<file path="config.mk">
export PLATFORM = sky130hd
export DESIGN_NAME = rau_ctrl
export DESIGN_NICKNAME = d
export VERILOG_FILES = /design/src/design/rational_arithmetic_unit_defines.svh /design/src/design/rau_pkg.sv /design/src/design/rau_ctrl.sv
export SDC_FILE = /design/constraint.sdc
export NUM_CORES = 1
export LEC_CHECK = 0
export BUFFER_PORTS_ARGS = -buffer_cell sky130_fd_sc_hd__buf_4
export CAP_MARGIN = 0
export CORE_AREA = 4 4 41 43
export CTS_CLUSTER_DIAMETER = 150
export DETAILED_ROUTE_END_ITERATION = 12
export DIE_AREA = 0 0 45 47
export GPL_ROUTABILITY_DRIVEN = 0
export SYNTH_ARGS = -nofsm -noshare
export SYNTH_HDL_FRONTEND = slang
export SYNTH_SLANG_ARGS = --single-unit
</file>
<file path="constraint.sdc">
create_clock -name clk -period 1.4 [get_ports clk]
set_clock_uncertainty 0.2 [all_clocks]
set_input_delay 0.21 -clock clk [delete_from_list [all_inputs] [get_ports clk]]
set_output_delay 0.21 -clock clk [all_outputs]
set_load 0.005 [all_outputs]
</file>
<file path="src/design/rational_arithmetic_unit_defines.svh">
// Assertion helpers for the rational arithmetic unit
`ifndef RATIONAL_ARITHMETIC_UNIT_DEFINES_SVH
`define RATIONAL_ARITHMETIC_UNIT_DEFINES_SVH
// assert that an implication holds on every clock outside reset
`define RAU_ASSERT(label, prop, msg) \
  label: assert property (@(posedge clk) disable iff (rst) (prop)) else $error(msg);
// assert with no reset qualifier
`define RAU_ASSERT_ALWAYS(label, prop, msg) \
  label: assert property (@(posedge clk) (prop)) else $error(msg);
`endif

</file>
<file path="src/design/rau_pkg.sv">
// ----------------------------------------------------------------------------
// rau_pkg
// Shared opcodes and controller/datapath command and status types.
// ----------------------------------------------------------------------------
`default_nettype none
package rau_pkg;
  typedef enum logic [2:0] {
    CMD_ADD = 3'd0, CMD_SUB = 3'd1, CMD_MUL = 3'd2, CMD_DIV = 3'd3,
    CMD_SET = 3'd4, CMD_CMP = 3'd5, CMD_NEG = 3'd6, CMD_RCP = 3'd7
  } cmd_t;

  localparam logic [1:0] ST_OK   = 2'd0;
  localparam logic [1:0] ST_ZERO = 2'd1;
  localparam logic [1:0] ST_WIDE = 2'd2;

  typedef struct packed {
    logic load;     // capture operands, start products
    logic prod;     // capture product stage 1 results
    logic comb;     // combine into sign/magnitude pair
    logic gcd_step; // one Euclid subtract-shift step
    logic div_step; // one quotient bit step
    logic pack;     // form final result
  } rau_ctl_t;

  typedef struct packed {
    logic no_reduce;
    logic gcd_done;
    logic div_done;
  } rau_sts_t;
endpackage
`default_nettype wire

</file>
<file path="src/design/rau_ctrl.sv">
// ----------------------------------------------------------------------------
// rau_ctrl
// Sequencer: load, multiply, combine, gcd loop, divide loop, pack, output.
// ----------------------------------------------------------------------------
`default_nettype none
module rau_ctrl (
  input  wire logic              clk,
  input  wire logic              rst,
  input  wire logic              in_valid,
  output logic                   in_ready,
  output logic                   out_valid,
  input  wire logic              out_ready,
  output rau_pkg::rau_ctl_t      ctl,
  input  wire rau_pkg::rau_sts_t sts
);
  import rau_pkg::*;

  typedef enum logic [2:0] {S_IDLE, S_PROD, S_COMB, S_GCD, S_DIV, S_PACK, S_OUT} state_t;
  state_t state;

  assign in_ready = (state == S_IDLE);
  assign out_valid = (state == S_OUT);

  always_comb begin
    ctl = '0;
    ctl.load     = (state == S_IDLE) && in_valid;
    ctl.prod     = (state == S_PROD);
    ctl.comb     = (state == S_COMB);
    ctl.gcd_step = (state == S_GCD) && !sts.gcd_done;
    ctl.div_step = (state == S_DIV) && !sts.div_done;
    ctl.pack     = (state == S_PACK);
  end

  always_ff @(posedge clk) begin
    if (rst) begin
      state <= S_IDLE;
    end else begin
      unique case (state)
        S_IDLE: if (in_valid) state <= S_PROD;
        S_PROD: state <= S_COMB;
        S_COMB: state <= S_GCD;
        S_GCD: begin
          if (sts.no_reduce) state <= S_PACK;
          else if (sts.gcd_done) state <= S_DIV;
        end
        S_DIV: if (sts.div_done) state <= S_PACK;
        S_PACK: state <= S_OUT;
        S_OUT: if (out_ready) state <= S_IDLE;
        default: state <= S_IDLE;
      endcase
    end
  end
endmodule
`default_nettype wire

</file>
==> impl_metrics.ini, run 1 <==
[clocking]
clock-sinks = 3
cts_max_level = 1
clock_latency_ns = 0.23
cts_tree = built
path_clk_slew_ns = 0.03
cts_buffer_depth = 2
root_buffer = clkbuf_4
numCtsBuffers = 3

[worst_setup_path]
r2r_setup_slack_ns = -0.03
end_kind = output port
path_class = reg -> out
r2r_end = state[1]
reg2reg_from = state[2]
cp_top_family = simple AND/OR/NAND/NOR gates
cp_max_fo = 3
worst_ep_required_time_ns = 0.99
cp_slowest_cell = dfxtp_2
crit_chain = or2b_1, nor3_2, buf_4
r2r_cells = 6
cp.buffers_inverters = 1
critPathLaunchType = flip-flop
slowest_delay_ns = 0.33
crit_arrival_ns = 1.10

[logic_synthesis]
synth_area_leader_cell = dfxtp_1
ys_seq_area_share_pct = 23.3
synthesis.nets = 41
ys_types = 20
synth_warnings = 0
synth-seq-cells = 3
synth.avg_cell_area_um2 = 7.58
synthCells = 34
syn_area_um2 = 258
synth_top_area_share_pct = 23.3
ys_top_cells_by_area = dfxtp_1 (23%), buf_6 (8.7%), nor3_1 (7.8%)

[power]
p_leak_nw = 0.241
cellPowerDensity_nw_per_um2 = 1110
ir_worst_vdd_mv = 0.496
power.total_uw = 581

[cells_and_area]
fin_nets = 69
top_register = state
top_regs = state x3
largest_reg_flops = 3
areaGrowthSynthToFinish_pct = 103
antenna_cells = 0
finalNonFillerCells = 76
drive_gt1_share_pct = 62.3
design_area_um2 = 524

[timing]
fin_crit_ns = 1.51
finalMaxSlewViolations = 0
max_freq_ghz = 0.663
fin_ws_ns = -0.108
whs_ns = 0.0939
hold_viol = 0
relSlewSlack_pct = 86.1
setup_viol = 8
final.setup.tns_ns = -0.525
period_share_pct = 108
worst_slew_pin_slew_ns = 0.207
rsz0062_at_grt = yes

[grt]
overflow = 0
grt_pass1_wl_um = 1160
grt_pass1_vias = 289
grt_usage_pct = 7.74
antenna_found_initial = 0
grt_start_max_net_pins = 11

[floorplan]
ioPinCount = 15
initial_utilization_pct = 19.8
dieWidth_um = 45
coreArea_um2 = 1300
dieArea_um2 = 2120
die_h_um = 47
rows = 13

[route]
post_drt_wl_per_cell_um = 9.78
vias = 338
first_pass_iters = 4
vias_per_cell = 4.45
wl_um = 743
remaining_drc_errors = 0
antenna_violating_nets_post_route = 0
drtIter0Drc = 17

[outcome]
status = finished with violations
violations = negative setup slack

[worst_hold_path]
holdPathEnd = state[2]
min-delay-start = out_ready
hold_class = in -> reg
hold_depth = 4

[placement]
placed_area_um2 = 382
port_buffers = 14
placedCellCount = 64
hpwl_um = 508

[flow_run]
maxCapViolCount = 0
[how the worst max path moves through the flow]
stage / startpoint / end / slack (ns) / depth (start not counted)
after floorplan: state[1] / state[1] / 0.06 / 5
after global placement: state[0] / state[0] / 0.01 / 4
after detailed placement: state[1] / state[0] / -0.0006 / 4
final: state[2] / ctl[1] / -0.11 / 3
after global routing: state[2] / ctl[2] / -0.19 / 4
after CTS: state[2] / ctl[1] / -0.12 / 3
[cells in the mapped netlist]
| master | number |
|---|---|
| o31a_1 | 2 |
| and3_2 | 1 |
| nand2_1 | 3 |
| buf_4 | 1 |
| buf_6 | 2 |
| a22o_1 | 1 |
| dfxtp_1 | 3 |
| nor2_1 | 3 |
| nand3b_1 | 1 |
| or2b_1 | 1 |
| a21oi_1 | 2 |
| o21ai_0 | 2 |
| and2_1 | 1 |
| nor3b_1 | 2 |
| inv_1 | 1 |
| or2_1 | 1 |
| nor3_1 | 4 |
| inv_6 | 1 |
| a21oi_2 | 1 |
| a22oi_1 | 1 |
[cell usage in the layout, fill, tap and decap left out, types with 2 or more instances in the layout]
cell type and count:
a21oi_1 2, buf_6 4, buf_4 21, nor2_1 3, nor3_2 2, o21ai_0 2, nand2_1 3, clkbuf_4 3
o31a_1 2, dfxtp_4 2
[stage by stage]
stage                     util (%)  setup WS [ns]
after floorplan                  -         0.0596
after global placement        29.3         0.0147
after detailed placement      29.3      -0.000562
after CTS                     36.8         -0.116
after global routing          40.3         -0.189
final                         40.3         -0.108
[tightest hold or removal path, cell delays in order]
cell     delay, ns
buf_4         0.08
o21ai_0       0.06
nand2_1       0.07
a21oi_1       0.06
[report_power, final]
part	total (mW)	internal (mW)	switching, mW
registers	0.151	0.110	0.0410
clock network	0.153	0.107	0.0463
logic	0.277	0.174	0.102
total	0.581	0.391	0.190
[area by class of cell]
type / instances / area, µm²
tap: 15 / 18.8
fill: 136 / 777
timing repair buffer: 26 / 213
multi-input combinational: 26 / 185
inverter: 2 / 12.5
sequential: 3 / 68.8
clock buffer: 4 / 26.3
[logic make-up after synthesis]
logic type | share of synthesized area [%]
AOI/OAI and AO/OA | 24.3
buffers and inverters | 16.5
DFF | 23.3
and+or+nand+nor | 35.9
[timing repair]
action	CTS	global route
setup endpoints to repair	10	11
setup buffers	2	4
hold buffers	1	0
resized for setup	13	5
gates cloned	0	1
pin swaps	1	6
hold endpoints to repair	1	0
[per-layer routing]
| layer | GRT usage [%] | part of all wire, % |
|---|---|---|
| met5 | 0 | 0 |
| met4 | 7.02 | 2.4 |
| met3 | 1.53 | 8.1 |
| met2 | 11.6 | 47 |
| met1 | 9.32 | 42 |
Note: power is estimated with default switching activity, not from simulation.
==> run 2, diff against run 1 <==
REMOVE_ABC_BUFFERS = 1   (was default)
SLEW_MARGIN = 40   (was default)
==> impl_metrics.ini, run 2 (synthesis gave the netlist of run 1 again) <==
[route]
antenna_violating_nets_post_route = 0
first_pass_iters = 4
post_drt_wl_per_cell_um = 11.4
vias = 347
vias_per_cell = 4.75
remaining_drc_errors = 0
drtIter0Drc = 4
wl_um = 834

[clocking]
cts_max_level = 1
clock_latency_ns = 0.24
cts_tree = built
root_buffer = clkbuf_4
numCtsBuffers = 3
clock-sinks = 3
cts_buffer_depth = 2
path_clk_slew_ns = 0.04

[cells_and_area]
finalNonFillerCells = 73
areaGrowthSynthToFinish_pct = 103
largest_reg_flops = 3
drive_gt1_share_pct = 63.8
fin_nets = 66
top_register = state
antenna_cells = 0
final_cell_mix = buf_4 (17), buf_6 (5)
layout_commonest_cell = buf_4
top_regs = state x3

[placement]
hpwl_um = 566
pre_cts_ws_ns = -0.0341
port_buffers = 14
placedCellCount = 66

[grt]
grt_pass1_vias = 326
overflow = 0
grt_start_max_net_pins = 9
grt_usage_pct = 8.93
antenna_found_initial = 0
grt_pass1_wl_um = 1280

[worst_setup_path]
worst_ep_required_time_ns = 0.99
critPathLaunchType = flip-flop
path_class = reg -> out
end_kind = output port
crit_arrival_ns = 1.18
cp_max_fo = 5

[timing]
fin_crit_ns = 1.59
setup_viol = 8
finalMaxSlewViolations = 0
max_freq_ghz = 0.628
hold_viol = 0
rsz0062_at_grt = yes
period_share_pct = 114
fin_ws_ns = -0.193
relSlewSlack_pct = 86.7
worst_slew_pin_slew_ns = 0.198

[floorplan]
dieWidth_um = 45
coreArea_um2 = 1300
die_h_um = 47
initial_utilization_pct = 19.8
ioPinCount = 15
dieArea_um2 = 2120
rows = 13

[outcome]
violations = negative setup slack
status = finished with violations

[power]
power.total_uw = 599
ir_worst_vdd_mv = 0.509
cellPowerDensity_nw_per_um2 = 1140
p_leak_nw = 0.230

[worst_hold_path]
hold_class = in -> reg

[flow_run]
maxCapViolCount = 0
## run 2: critical path: stages, from the launching register on
cell and delay [ns]:
dfxtp_4 0.36, or2b_1 0.26, nor3_2 0.17, buf_4 0.15
## run 2: routing by layer
| metal | wire, µm | track usage, % |
|---|---|---|
| met5 | 0 | 0 |
| met4 | 25 | 10.5 |
| met3 | 55 | 1.15 |
| met2 | 435 | 16.1 |
| met1 | 317 | 7.97 |
## run 2: path summary, 6_finish.rpt
kind / to / cells past startpoint / from / slack, ns
max: ctl[1] / 3 / state[2] / -0.19
min: state[2] / 4 / out_ready / 0.07
max reg2reg: state[1] / 4 / state[1] / 0.03
min reg2reg: state[2] / 3 / state[2] / 0.42
## run 2: through the flow
| stage | cell area, µm² | utilization (%) | setup TNS, ns | hold WS [ns] |
|---|---|---|---|---|
| 4_1_cts | 502 | 38.6 | -0.350 | 0.0699 |
| 3_5_place_dp | 397 | 30.5 | -0.0574 | 0.194 |
| 5_1_grt | 524 | 40.3 | -0.871 | 0.0969 |
| 3_3_place_gp | 397 | 30.5 | -0.0933 | 0.194 |
| 6_report | 524 | 40.3 | -0.484 | 0.0707 |
| 2_1_floorplan | 228 | - | 0 | 0.0791 |
## run 2: cell type report
type	count	area (µm²)
clock buffer	4	26.3
timing repair buffer	23	194
tap	15	18.8
fill	148	777
inverter	2	12.5
sequential	3	71.3
multi-input combinational	26	201
## run 2: where the power goes
group / total (mW) / internal [mW] / switching, mW
logic: 0.290 / 0.175 / 0.115
clock network: 0.157 / 0.107 / 0.0502
registers: 0.151 / 0.110 / 0.0411
## run 2: repair_timing
item,CTS,global route
endpoints found under the hold margin,1,0
hold buffers,1,0
pin swaps,5,1
endpoints found under the setup margin,8,9
gates resized for setup,17,3
buffers inserted,1,1
